## src/sv/image_convolution_3x3_assert.svh

```systemverilog
// ----------------------------------------------------------------------------
// Image convolution 3x3: assertion macros
// Property wrappers clocked on clock and disabled during reset.
// ----------------------------------------------------------------------------
`ifndef IMAGE_CONVOLUTION_3X3_ASSERT_SVH
`define IMAGE_CONVOLUTION_3X3_ASSERT_SVH

// same-cycle implication
`define ICV_ASSERT_IMP(label, ante, cons, msg) \
   label: assert property (@(posedge clock) disable iff (reset) (ante) |-> (cons)) \
      else $error(msg);

// next-cycle implication
`define ICV_ASSERT_NXT(label, ante, cons, msg) \
   label: assert property (@(posedge clock) disable iff (reset) (ante) |=> (cons)) \
      else $error(msg);

`endif

```

## src/sv/icv_pkg.sv

```systemverilog
// ----------------------------------------------------------------------------
// Image convolution 3x3: package
// Shared constants, register indexes, window and kernel types.
// ----------------------------------------------------------------------------
`default_nettype none

package icv_pkg;

   localparam int KERNEL_SIZE    = 3;
   localparam int MAX_WIDTH      = 1024;
   localparam int MAX_HEIGHT     = 4096;
   localparam int MIN_SIZE       = 3;
   localparam int RESET_WIDTH    = 1024;
   localparam int RESET_HEIGHT   = 768;

   localparam int PIXEL_W        = 8;
   localparam int LINE_W         = 2 * PIXEL_W;
   localparam int COEF_W         = 16;
   localparam int FRAC_BITS      = 8;
   localparam int FRAME_WIDTH_W  = 11;
   localparam int FRAME_HEIGHT_W = 13;
   localparam int CSR_INDEX_W    = 3;
   localparam int CSR_DATA_W     = KERNEL_SIZE * COEF_W;

   localparam int PROD_W         = COEF_W + PIXEL_W + 1;
   localparam int ROWSUM_W       = PROD_W + 2;
   localparam int SUM_W          = ROWSUM_W + 2;

   typedef enum logic [CSR_INDEX_W-1:0] {
      CSR_COEF_TOP     = 3'd0,
      CSR_COEF_MID     = 3'd1,
      CSR_COEF_BOTTOM  = 3'd2,
      CSR_FRAME_WIDTH  = 3'd3,
      CSR_FRAME_HEIGHT = 3'd4
   } csr_index_type;

   typedef logic [PIXEL_W-1:0] pixel_type;
   typedef pixel_type [KERNEL_SIZE-1:0][KERNEL_SIZE-1:0] window_type;
   typedef logic [COEF_W-1:0] coef_type;
   typedef coef_type [KERNEL_SIZE-1:0][KERNEL_SIZE-1:0] kernel_type;

   // last valid index of a size saturated to MIN_SIZE..limit
   function automatic int unsigned last_index(int unsigned value, int unsigned limit);
      int unsigned res;
      if (value < MIN_SIZE) begin
         res = MIN_SIZE - 1;
      end else if (value > limit) begin
         res = limit - 1;
      end else begin
         res = value - 1;
      end
      return res;
   endfunction

endpackage

`default_nettype wire

```

## src/sv/icv_csr.sv

```systemverilog
// ----------------------------------------------------------------------------
// Image convolution 3x3: control registers
// Kernel coefficients and saturated last column / last row.
// ----------------------------------------------------------------------------
`default_nettype none

module icv_csr #(
   parameter int MAX_WIDTH  = icv_pkg::MAX_WIDTH,
   parameter int MAX_HEIGHT = icv_pkg::MAX_HEIGHT
) (
   input  wire logic                               clock,
   input  wire logic                               reset,
   input  wire logic                               wr_en,
   input  wire logic [icv_pkg::CSR_INDEX_W-1:0]    wr_index,
   input  wire logic [icv_pkg::CSR_DATA_W-1:0]     wr_data,
   output icv_pkg::kernel_type                     kernel,
   output logic      [$clog2(MAX_WIDTH)-1:0]       last_col,
   output logic      [$clog2(MAX_HEIGHT)-1:0]      last_row
);

   localparam int COL_W = $clog2(MAX_WIDTH);
   localparam int ROW_W = $clog2(MAX_HEIGHT);
   localparam int K     = icv_pkg::KERNEL_SIZE;

   logic [icv_pkg::CSR_DATA_W-1:0] coef_ff [K];
   logic [icv_pkg::CSR_DATA_W-1:0] coef_in [K];
   logic [COL_W-1:0]               last_col_ff, last_col_in;
   logic [ROW_W-1:0]               last_row_ff, last_row_in;

   always_comb begin
      for (int k = 0; k < K; k++) begin
         coef_in[k] = coef_ff[k];
      end
      last_col_in = last_col_ff;
      last_row_in = last_row_ff;
      if (wr_en) begin
         case (wr_index)
            icv_pkg::CSR_COEF_TOP:     coef_in[0] = wr_data;
            icv_pkg::CSR_COEF_MID:     coef_in[1] = wr_data;
            icv_pkg::CSR_COEF_BOTTOM:  coef_in[2] = wr_data;
            icv_pkg::CSR_FRAME_WIDTH: begin
               last_col_in = COL_W'(icv_pkg::last_index(
                  32'(wr_data[icv_pkg::FRAME_WIDTH_W-1:0]), MAX_WIDTH));
            end
            icv_pkg::CSR_FRAME_HEIGHT: begin
               last_row_in = ROW_W'(icv_pkg::last_index(
                  32'(wr_data[icv_pkg::FRAME_HEIGHT_W-1:0]), MAX_HEIGHT));
            end
            default: begin
            end
         endcase
      end
   end

   always_ff @(posedge clock) begin
      if (reset) begin
         for (int k = 0; k < K; k++) begin
            coef_ff[k] <= '0;
         end
         last_col_ff <= COL_W'(icv_pkg::last_index(icv_pkg::RESET_WIDTH, MAX_WIDTH));
         last_row_ff <= ROW_W'(icv_pkg::last_index(icv_pkg::RESET_HEIGHT, MAX_HEIGHT));
      end else begin
         for (int k = 0; k < K; k++) begin
            coef_ff[k] <= coef_in[k];
         end
         last_col_ff <= last_col_in;
         last_row_ff <= last_row_in;
      end
   end

   always_comb begin
      for (int k = 0; k < K; k++) begin
         for (int l = 0; l < K; l++) begin
            kernel[k][l] = coef_ff[k][icv_pkg::COEF_W*l +: icv_pkg::COEF_W];
         end
      end
   end

   assign last_col = last_col_ff;
   assign last_row = last_row_ff;

endmodule

`default_nettype wire

```

## config.mk

```make
export PLATFORM = sky130hd
export DESIGN_NAME = icv_csr
export DESIGN_NICKNAME = d
export VERILOG_FILES = /design/src/sv/image_convolution_3x3_assert.svh /design/src/sv/icv_pkg.sv /design/src/sv/icv_csr.sv
export SDC_FILE = /design/constraint.sdc
export NUM_CORES = 1
export LEC_CHECK = 0
export ABC_AREA = 1
export BUFFER_PORTS_ARGS = -buffer_cell sky130_fd_sc_hd__buf_4
export CORE_MARGIN = 3
export CORE_UTILIZATION = 44
export CTS_CLUSTER_SIZE = 24
export DETAILED_ROUTE_END_ITERATION = 8
export PLACE_DENSITY = 0.73
export SLEW_MARGIN = 40
export SYNTH_ARGS = -nofsm -noshare
export SYNTH_HDL_FRONTEND = slang
export SYNTH_SLANG_ARGS = --single-unit
```

## constraint.sdc

```tcl
create_clock -name clock -period 1 [get_ports clock]
set_input_delay 0.05 -clock clock [delete_from_list [all_inputs] [get_ports clock]]
set_output_delay 0.05 -clock clock [all_outputs]
set_load 0.01 [all_outputs]
```

==> impl_metrics.tcl <==
set metrics [dict create \
    instances_no_fill 1250 \
    yosys_most_used_dff "dfxtp_1" \
    clk_latency_ps 420 \
    syn_area_sq_mm 0.00601 \
    cap_violations 0 \
    track_usage 0.247 \
    ys_seq_area_frac 0.553 \
    reg2reg_depth 2 \
    cp.arrival_ps 920 \
    port-buffer-count 219 \
    outcome "finished clean" \
    grt_pass1_vias 5820 \
    fill_cells 1095 \
    setup_viol 0 \
    p_per_area_mw_per_mm2 1640 \
    ant_nets 0 \
    cts_made_buffers 17 \
    finalMaxSlewViolations 0 \
    cts-root-buf "clkbuf_16" \
    dp.final_hpwl_mm 12.9 \
    place_inst 1181 \
    die_area_sq_mm 0.0151 \
    yosysWarnings 0 \
    grt_max_degree 52 \
    worst-setup-path-type "flop to output pin" \
    wirelength_mm 18.8 \
    grt_overflow 0 \
    antenna_found_initial 0 \
    clk_transition_reported_paths_ps 60 \
    tns_ps 0 \
    reg2reg_setup_slack_ps 280 \
    crit_chain "buf_4" \
    r2r-start "coef_ff[0][102]$_SDFFE_PP0P_" \
    finish.utilization 0.692 \
    crit_end "kernel[89]" \
    leakage_nw 4.20 \
    synth_nets 834 \
    dr.pass1.iters 5 \
    r2r-end "coef_ff[0][102]$_SDFFE_PP0P_" \
    ys_ff_latch 166 \
    end_kind "output pin" \
    cts_tree "built" \
    dpl_cell_area_sq_mm 0.00824 \
    avgRoutedWirePerCell_um 15.1 \
    worstSetupPathDepth 1 \
    synthArstFlopShare 0 \
    grt_pass1_wl_mm 29.3 \
    final-hold-violation-count 0 \
    hold_class "input pin to flop" \
    drive_gt1_frac 0.305 \
    drc_errors 0 \
    cts_max_path_buffers 2 \
    required_ps 950 \
    clock_sinks 166 \
    die_width_um 123 \
    antennaDiodeCount 0 \
    crit_start "coef_ff[0][89]$_SDFFE_PP0P_" \
    nNetsFinal 1116 \
    fmax_mhz 1040 \
    cp_top_family "flip-flops" \
    worst-path-buf-inv 1 \
    crit_fanout 2 \
    final_cell_area_sq_mm 0.00919 \
    cts_htree_levels 4 \
    syn2layout_area_growth_pct 52.9 \
    cpMaxStageDelayCell "dfxtp_1" \
    avgViaCountPerCell 4.99 \
    irDropWorstVdd_uv 1220 \
    coreArea_sq_mm 0.0133 \
    rsz0062_at_grt "no" \
    fin_skew_ps 0 \
    tightest_slew_ps 340 \
    period_share 0.965 \
    synth.distinct_cells 20 \
    via_count 6237 \
    first_iter_violations 512 \
    die_h_um 123 \
    row_count 42 \
    hold_slack_ps 16.4 \
    fin_crit_ps 965 \
    start_util 0.452 \
    start_kind "flop" \
    critPathMaxStageDelay_ps 350 \
    synthCells 779 \
    synth_edf_count 0 \
    io_pins 220 \
    synth_area_per_cell_sq_um 7.72 \
    slew_headroom 0.771 \
    gp_congestion 0.923 \
]
[timing repair]
item                                    CTS  global route
cloned                                    0             0
hold buffers                             37             0
setup buffers                             0             0
endpoints found under the hold margin   109             0
gates resized for setup                   1             5
endpoints found under the setup margin    1             5
[through the flow]
step	power (mW)	worst slack (ps)
final	15.1	34.9
after global routing	15.6	0.264
after CTS	15.1	9.52
after detailed placement	8.68	-251
after global placement	8.66	-241
after floorplan	7.77	2.48
[flip-flops by register name, summed over array words and instances (netlist names)]
name / flops
coef_ff: 144
last_col: 10
last_row: 12
[power breakdown]
| part | total (mW) | internal [mW] | leakage (nW) | switching [mW] |
|---|---|---|---|---|
| logic | 1.71 | 0.847 | 2.57 | 0.866 |
| clock network | 6.39 | 3.74 | 0.276 | 2.65 |
| registers | 6.97 | 6.85 | 1.35 | 0.122 |
| total | 15.1 | 11.4 | 4.20 | 3.64 |
[cell usage after synthesis, types with 2 or more instances]
cell      instances  area (sq um)
nor2_4            2          22.5
dfxtp_1         166          3320
nor2_1          228           856
xor2_1            5          43.8
buf_2            22           110
clkbuf_1         25          93.8
o21ai_0         150           751
o21ai_1           2          10.0
nor2_2            2          12.5
nand3_1          11          55.1
a21oi_2           2          17.5
inv_2             4          15.0
nand2_1          71           267
a21oi_1          60           300
inv_1            23          86.3
nand2_2           2          12.5
[final cells by class]
type | count | area [sq um] | area share
repair buffers | 311 | 2560 | 0.279
multi-input cells | 538 | 2400 | 0.261
well taps | 176 | 220 | 0.0240
inverters | 27 | 105 | 0.0114
clock buffers | 20 | 447 | 0.0486
clock inverters | 12 | 129 | 0.0140
flip-flops and latches | 166 | 3330 | 0.362
[layout by cell type (no fill, tap or decap), types with 2 or more instances in the layout]
cell | synthesis | routed
inv_1 | 23 | 21
nand2_2 | 2 | 4
a21oi_1 | 60 | 60
buf_4 | 0 | 263
nand3_1 | 11 | 11
clkbuf_1 | 25 | 2
o21ai_1 | 2 | 2
dfxtp_2 | 0 | 6
buf_12 | 0 | 11
dlygate4sd3_1 | 0 | 37
dfxtp_1 | 166 | 160
nand2_1 | 71 | 69
clkbuf_16 | 0 | 17
clkinv_4 | 0 | 2
nor2_4 | 2 | 3
bufinv_16 | 0 | 2
clkinvlp_4 | 0 | 3
xor2_1 | 5 | 5
inv_2 | 4 | 4
nor2_1 | 228 | 228
a21oi_2 | 2 | 2
clkinv_2 | 0 | 5
o21ai_0 | 150 | 150
[worst min path at each step]
stage           startpoint                            to  depth (start not counted)
3_5_place_dp   wr_data[42]  coef_ff[0][138]$_SDFFE_PP0P_                          3
5_1_grt        wr_data[11]     last_row[11]$_SDFFE_PP0P_                          5
6_report       wr_data[11]     last_row[11]$_SDFFE_PP0P_                          5
2_1_floorplan  wr_data[12]      last_row[0]$_SDFFE_PP1P_                          2
4_1_cts        wr_data[11]     last_row[11]$_SDFFE_PP0P_                          5
3_3_place_gp   wr_data[43]  coef_ff[0][139]$_SDFFE_PP0P_                          3
[logic make-up (layout without fill, tap and decap cells)]
group                    Yosys count  after routing  share of synthesized area
AO/OA/AOI/OAI                    214            214                      0.179
XOR/XNOR                           5              5                    0.00728
adder cells (fa/ha/maj)            1              1                    0.00208
buffers and inverters             75            370                     0.0526
flip-flops                       166            166                      0.553
AND/OR/NAND/NOR                  318            318                      0.206
[layer usage]
| metal | track usage | share of wire | up-vias |
|---|---|---|---|
| li1 | - | - | 3080 |
| met1 | 0.302 | 0.41 | 2889 |
| met2 | 0.403 | 0.49 | 230 |
| met3 | 0.0769 | 0.074 | 38 |
| met4 | 0.103 | 0.025 | 0 |
| met5 | 0 | 0 | - |
(Power assumes the default switching activity.)
