--- src/sv/image_convolution_3x3_assert.svh ---
// ----------------------------------------------------------------------------
// Image convolution 3x3: assertion macros
// Property wrappers clocked on clock and disabled during reset.
// ----------------------------------------------------------------------------
`ifndef IMAGE_CONVOLUTION_3X3_ASSERT_SVH
`define IMAGE_CONVOLUTION_3X3_ASSERT_SVH

// same-cycle implication
`define ICV_ASSERT_IMP(label, ante, cons, msg) \
   label: assert property (@(posedge clock) disable iff (reset) (ante) |-> (cons)) \
      else $error(msg);

// next-cycle implication
`define ICV_ASSERT_NXT(label, ante, cons, msg) \
   label: assert property (@(posedge clock) disable iff (reset) (ante) |=> (cons)) \
      else $error(msg);

`endif

--- src/sv/icv_pkg.sv ---
// ----------------------------------------------------------------------------
// Image convolution 3x3: package
// Shared constants, register indexes, window and kernel types.
// ----------------------------------------------------------------------------
`default_nettype none

package icv_pkg;

   localparam int KERNEL_SIZE    = 3;
   localparam int MAX_WIDTH      = 1024;
   localparam int MAX_HEIGHT     = 4096;
   localparam int MIN_SIZE       = 3;
   localparam int RESET_WIDTH    = 1024;
   localparam int RESET_HEIGHT   = 768;

   localparam int PIXEL_W        = 8;
   localparam int LINE_W         = 2 * PIXEL_W;
   localparam int COEF_W         = 16;
   localparam int FRAC_BITS      = 8;
   localparam int FRAME_WIDTH_W  = 11;
   localparam int FRAME_HEIGHT_W = 13;
   localparam int CSR_INDEX_W    = 3;
   localparam int CSR_DATA_W     = KERNEL_SIZE * COEF_W;

   localparam int PROD_W         = COEF_W + PIXEL_W + 1;
   localparam int ROWSUM_W       = PROD_W + 2;
   localparam int SUM_W          = ROWSUM_W + 2;

   typedef enum logic [CSR_INDEX_W-1:0] {
      CSR_COEF_TOP     = 3'd0,
      CSR_COEF_MID     = 3'd1,
      CSR_COEF_BOTTOM  = 3'd2,
      CSR_FRAME_WIDTH  = 3'd3,
      CSR_FRAME_HEIGHT = 3'd4
   } csr_index_type;

   typedef logic [PIXEL_W-1:0] pixel_type;
   typedef pixel_type [KERNEL_SIZE-1:0][KERNEL_SIZE-1:0] window_type;
   typedef logic [COEF_W-1:0] coef_type;
   typedef coef_type [KERNEL_SIZE-1:0][KERNEL_SIZE-1:0] kernel_type;

   // last valid index of a size saturated to MIN_SIZE..limit
   function automatic int unsigned last_index(int unsigned value, int unsigned limit);
      int unsigned res;
      if (value < MIN_SIZE) begin
         res = MIN_SIZE - 1;
      end else if (value > limit) begin
         res = limit - 1;
      end else begin
         res = value - 1;
      end
      return res;
   endfunction

endpackage

`default_nettype wire

--- src/sv/icv_mac.sv ---
// ----------------------------------------------------------------------------
// Image convolution 3x3: multiply-accumulate pipeline
// Nine products, row sums, final sum with floor shift and clamp.
// ----------------------------------------------------------------------------
`default_nettype none

`include "image_convolution_3x3_assert.svh"

module icv_mac #(
   parameter int META_W = 23
) (
   input  wire logic                         clock,
   input  wire logic                         reset,
   input  wire logic                         in_valid,
   input  wire icv_pkg::window_type          in_window,
   input  wire icv_pkg::kernel_type          in_kernel,
   input  wire logic [META_W-1:0]            in_meta,
   output logic                              in_free,
   output logic                              out_valid,
   input  wire logic                         out_stall,
   output logic      [icv_pkg::PIXEL_W-1:0]  out_pixel,
   output logic      [META_W-1:0]            out_meta
);

   localparam int K        = icv_pkg::KERNEL_SIZE;
   localparam int PROD_W   = icv_pkg::PROD_W;
   localparam int ROWSUM_W = icv_pkg::ROWSUM_W;
   localparam int SUM_W    = icv_pkg::SUM_W;
   localparam int FRAC     = icv_pkg::FRAC_BITS;
   localparam int PIX_W    = icv_pkg::PIXEL_W;

   logic                      s2_valid_ff, s2_valid_in;
   logic signed [PROD_W-1:0]  prod_ff [K][K];
   logic signed [PROD_W-1:0]  prod_in [K][K];
   logic [META_W-1:0]         s2_meta_ff;

   logic                      s3_valid_ff, s3_valid_in;
   logic signed [ROWSUM_W-1:0] rsum_ff [K];
   logic signed [ROWSUM_W-1:0] rsum_in [K];
   logic [META_W-1:0]         s3_meta_ff;

   logic                      out_valid_ff, out_valid_in;
   logic [PIX_W-1:0]          out_pixel_ff, out_pixel_in;
   logic [META_W-1:0]         out_meta_ff;

   logic                      out_free, s3_free, s2_free, s3_go, s2_go;
   logic signed [SUM_W-1:0]   acc;

   assign out_free = !out_valid_ff || !out_stall;
   assign s3_free  = !s3_valid_ff || out_free;
   assign s2_free  = !s2_valid_ff || s3_free;
   assign s3_go    = s3_valid_ff && out_free;
   assign s2_go    = s2_valid_ff && s3_free;
   assign in_free  = s2_free;

   always_comb begin
      for (int k = 0; k < K; k++) begin
         for (int l = 0; l < K; l++) begin
            prod_in[k][l] = PROD_W'($signed(in_kernel[k][l]))
                          * PROD_W'($signed({1'b0, in_window[k][l]}));
         end
      end
      for (int k = 0; k < K; k++) begin
         rsum_in[k] = ROWSUM_W'(prod_ff[k][0]) + ROWSUM_W'(prod_ff[k][1])
                    + ROWSUM_W'(prod_ff[k][2]);
      end
   end

   // floor shift by FRAC, clamp to pixel range
   always_comb begin
      acc = SUM_W'(rsum_ff[0]) + SUM_W'(rsum_ff[1]) + SUM_W'(rsum_ff[2]);
      if (acc[SUM_W-1]) begin
         out_pixel_in = '0;
      end else if (|acc[SUM_W-2:FRAC+PIX_W]) begin
         out_pixel_in = '1;
      end else begin
         out_pixel_in = acc[FRAC+PIX_W-1:FRAC];
      end
   end

   assign s2_valid_in  = in_valid || (s2_valid_ff && !s2_go);
   assign s3_valid_in  = s2_go || (s3_valid_ff && !s3_go);
   assign out_valid_in = s3_go || (out_valid_ff && out_stall);

   always_ff @(posedge clock) begin
      if (reset) begin
         s2_valid_ff  <= 1'b0;
         s3_valid_ff  <= 1'b0;
         out_valid_ff <= 1'b0;
      end else begin
         s2_valid_ff  <= s2_valid_in;
         s3_valid_ff  <= s3_valid_in;
         out_valid_ff <= out_valid_in;
      end
   end

   always_ff @(posedge clock) begin
      if (in_valid) begin
         prod_ff    <= prod_in;
         s2_meta_ff <= in_meta;
      end
      if (s2_go) begin
         rsum_ff    <= rsum_in;
         s3_meta_ff <= s2_meta_ff;
      end
      if (s3_go) begin
         out_pixel_ff <= out_pixel_in;
         out_meta_ff  <= s3_meta_ff;
      end
   end

   assign out_valid = out_valid_ff;
   assign out_pixel = out_pixel_ff;
   assign out_meta  = out_meta_ff;

   `ICV_ASSERT_IMP(a_push_when_free, in_valid, in_free, "item pushed into full product stage")

endmodule

`default_nettype wire

--- config.mk ---
export PLATFORM = sky130hd
export DESIGN_NAME = icv_mac
export DESIGN_NICKNAME = d
export VERILOG_FILES = /design/src/sv/icv_pkg.sv /design/src/sv/icv_mac.sv
export VERILOG_INCLUDE_DIRS = /design/src /design/src/sv
export SDC_FILE = /design/constraint.sdc
export NUM_CORES = 2
export LEC_CHECK = 0
export BUFFER_PORTS_ARGS = -buffer_cell sky130_fd_sc_hd__buf_2
export CORE_UTILIZATION = 40
export CTS_BUF_LIST = sky130_fd_sc_hd__clkbuf_4 sky130_fd_sc_hd__clkbuf_8
export DETAILED_ROUTE_END_ITERATION = 8
export GPL_ROUTABILITY_DRIVEN = 0
export GPL_TIMING_DRIVEN = 0
export PLACE_DENSITY = 0.6
export SETUP_SLACK_MARGIN = 0.05
export SYNTH_ARGS = -nofsm -noshare
export SYNTH_HDL_FRONTEND = slang
export SYNTH_SLANG_ARGS = --single-unit
--- constraint.sdc ---
create_clock -name clock -period 15.3 [get_ports clock]
set_input_delay 3.06 -clock clock [delete_from_list [all_inputs] [get_ports clock]]
set_output_delay 3.06 -clock clock [all_outputs]
set_load 0.01 [all_outputs]
==> impl_metrics.ini <==
[min_path]
min_path_type = flop to flop
hold_depth = 0

[cells_and_area]
syn2layout_area_growth_pct = 9.156
final_nets = 8103
layout_commonest_cell = inv_1
final_cell_mix = inv_1, fa_1, and2_1
drive_gt1_share_pct = 6.467

[drt]
drtAntennaViolNets = 0
viasPerCell = 4.889
vias = 40430
first_pass_iters = 5
drc = 0
wl_per_cell_microns = 16.67
totalWireLength_microns = 137800
drtIter0Drc = 2094

[sta]
fmax_mhz = 114.4
skew_ns = 0.04036
fin_tns_setup_ns = 0
finalMaxSlewViolations = 0
setup_viol = 0
finalHoldViolations = 0
worst_slew_pin_slew_ns = 1.063
period_share_pct = 57.16
rsz0062_at_grt = false
layout_min_cycle_time_ns = 8.745
fin_ws_ns = 6.555
slew_headroom_pct = 28.22

[die]
core.rowCount = 140
start_util_pct = 40.38
die_h_microns = 385.8
core_area_sq_mm = 0.1459
die_area_sq_mm = 0.1489
die_w_microns = 385.8
io_pins = 276

[placement]
dpl.hpwl_microns = 117100
portBuffers = 268
place_ws_ns = 5.908

[logic_synthesis]
synth_fa_ha_area_share_pct = 46.44
synth_seq_cells = 386
yosys_warnings = 0
syn_inst = 5940
synth.area.mux_share_pct = 0.08493
synth_top_family_by_area = adder cells
synthSimpleGateAreaFrac_pct = 14.01
ys.flop_type = edfxtp_1
synth_edf_count = 383
syn_nets = 7757
synth_area_sq_mm = 0.05893
yosysUniqueCellTypes = 64
synth_xor_area_share_pct = 4.058
avgSynthCellArea_sq_um = 9.920
synth-compound-area-share_pct = 6.311
async_reset_ff_share_pct = 0
synth_seq_area_share_pct = 19.62

[grt]
track_usage_pct = 19.16
grt_pass1_vias = 42020
grt_overflow_total = 0
grt_antenna_before_repair = 46
grt_pass1_wl_microns = 224900
grt_max_degree = 114

[clocking]
root_buffer = clkbuf_8
htree_levels = 3
cts_tree = yes
cts.sinks = 386
ctsResizeCount = 0
insertion_delay_ns = 0.69
cts_made_buffers = 70
cts_max_path_buffers = 3
clk_pin_slew_ns = 0.07
ctsHoldBuffers = 0
cts_setup_buffers = 0

[power_and_ir_drop]
peakVddDrop_v = 0.0001757
p_per_area_mw_per_mm2 = 235.7
p_leak_nw = 31.66

[worst_setup_path]
worst-path-max-fanout = 10
crit_arrival_ns = 9.13
ff2ff_path_depth = 14
cp.required_ns = 15.69
r2r_setup_slack_ns = 10.86
start_kind = input port
crit_type = input port to flop
worstSetupEndpointType = flop

[status]
status = complete, no violations

[flow_run]
cap_violations = 0
## power breakdown
| group | internal (mW) | switching, mW | total, mW |
|---|---|---|---|
| logic | 4.81 | 6.72 | 11.5 |
| clock network | 0.572 | 0.467 | 1.04 |
| registers | 2.26 | 0.324 | 2.59 |
| total | 7.65 | 7.51 | 15.2 |
## metrics by stage
stage | util, % | hold slack, ns | area, sq um | std cells | total power [mW]
2_1_floorplan | - | 0.4003 | 58930 | 5940 | 10.93
3_3_place_gp | 42.95 | 0.4002 | 62670 | 8125 | 14.00
3_5_place_dp | 43.06 | 0.4045 | 62830 | 8131 | 14.09
4_1_cts | 44.06 | 0.4121 | 64290 | 8257 | 15.29
5_1_grt | 44.07 | 0.4063 | 64310 | 8266 | 16.79
6_report | 44.08 | 0.4103 | 64320 | 8270 | 15.16
## routing by layer
layer / share of wire (%) / track usage, % / routed length [microns] / vias to the layer above
li1: - / - / - / 19080
met1: 47 / 26.88 / 64370 / 20360
met2: 47 / 31.44 / 64910 / 785
met3: 4.1 / 2.366 / 5686 / 195
met4: 2.0 / 4.597 / 2801 / 14
met5: 0.054 / 0 / 74 / -
## layout make-up
| cell class | count | area (sq um) |
|---|---|---|
| clock buffer | 83 | 1061 |
| antenna | 13 | 32.53 |
| sequential | 386 | 11560 |
| fill | 14020 | 81590 |
| clock inverter | 43 | 397.9 |
| tap | 1917 | 2399 |
| inverter | 1408 | 5285 |
| multi-input combinational | 4066 | 41800 |
| timing repair buffer | 274 | 1486 |
| buffer | 80 | 300.3 |
## worst paths after layout
path,end,start
setup / recovery,prod_ff[74]$_DFFE_PP_,in_window[48]
hold reg to reg,s3_meta_ff[7]$_DFFE_PP_,s2_meta_ff[7]$_DFFE_PP_
setup reg to reg,out_pixel[6]$_SDFFCE_PP0P_,rsum_ff[6]$_DFFE_PP_
hold / removal,s3_meta_ff[7]$_DFFE_PP_,s2_meta_ff[7]$_DFFE_PP_
## Yosys cell counts (all sizes together), types with 8 or more instances
library cell  instances  area [sq um]
edfxtp              383         11500
a2111oi              10         106.4
a211oi               21         157.7
and2                639          3998
a31oi                18         112.6
o211ai               12         90.09
o21bai               37         277.8
xor2                 62         543.0
o41ai                 9         78.83
nand4                12         75.07
nor2b                29         181.4
nor4                  8         50.05
or3                  12         75.07
a21oi               183         923.4
a21o                 64         480.5
nand3                39         195.2
xnor2               211          1848
o21ai                98         490.5
nand2b               27         168.9
nor2                167         626.9
clkbuf               80         300.3
nor3                 59         295.3
and3                 24         150.1
inv                1408          5285
fa                 1022         20460
or2                   9         56.30
nand2               608          2282
o21a                 43         322.8
ha                  552          6907
## registers in the layout (all words and copies together), names as in the netlist
| signal | flops |
|---|---|
| prod_ff | 225 |
| s2_valid_ff | 1 |
| s3_valid_ff | 1 |
| s3_meta_ff | 23 |
| out_valid | 1 |
| out_meta | 23 |
| rsum_ff | 81 |
| out_pixel | 8 |
| s2_meta_ff | 23 |
## cells by family after synthesis
logic type,after synthesis
simple gates,1645
compound gates,569
buf+inv,1488
mux,5
fa+ha+maj,1574
xor+xnor,273
flops,386
## critical path, cell delays in order
cell and delay [ns]:
buf_2 0.18, clkbuf_1 0.40, nand2_1 0.15, fa_1 0.56, inv_1 0.05, fa_1 0.48
fa_1 0.56, inv_1 0.05, fa_1 0.48, inv_1 0.05, ha_1 0.34, o21ai_0 0.19
nand2b_1 0.06, and3_1 0.20, o41ai_1 0.59, o21ai_0 0.30, nor4_1 0.26, nor3_1 0.13
a211oi_1 0.38, a21oi_1 0.14, xnor2_1 0.52
Power figures use the tool's default switching activity.
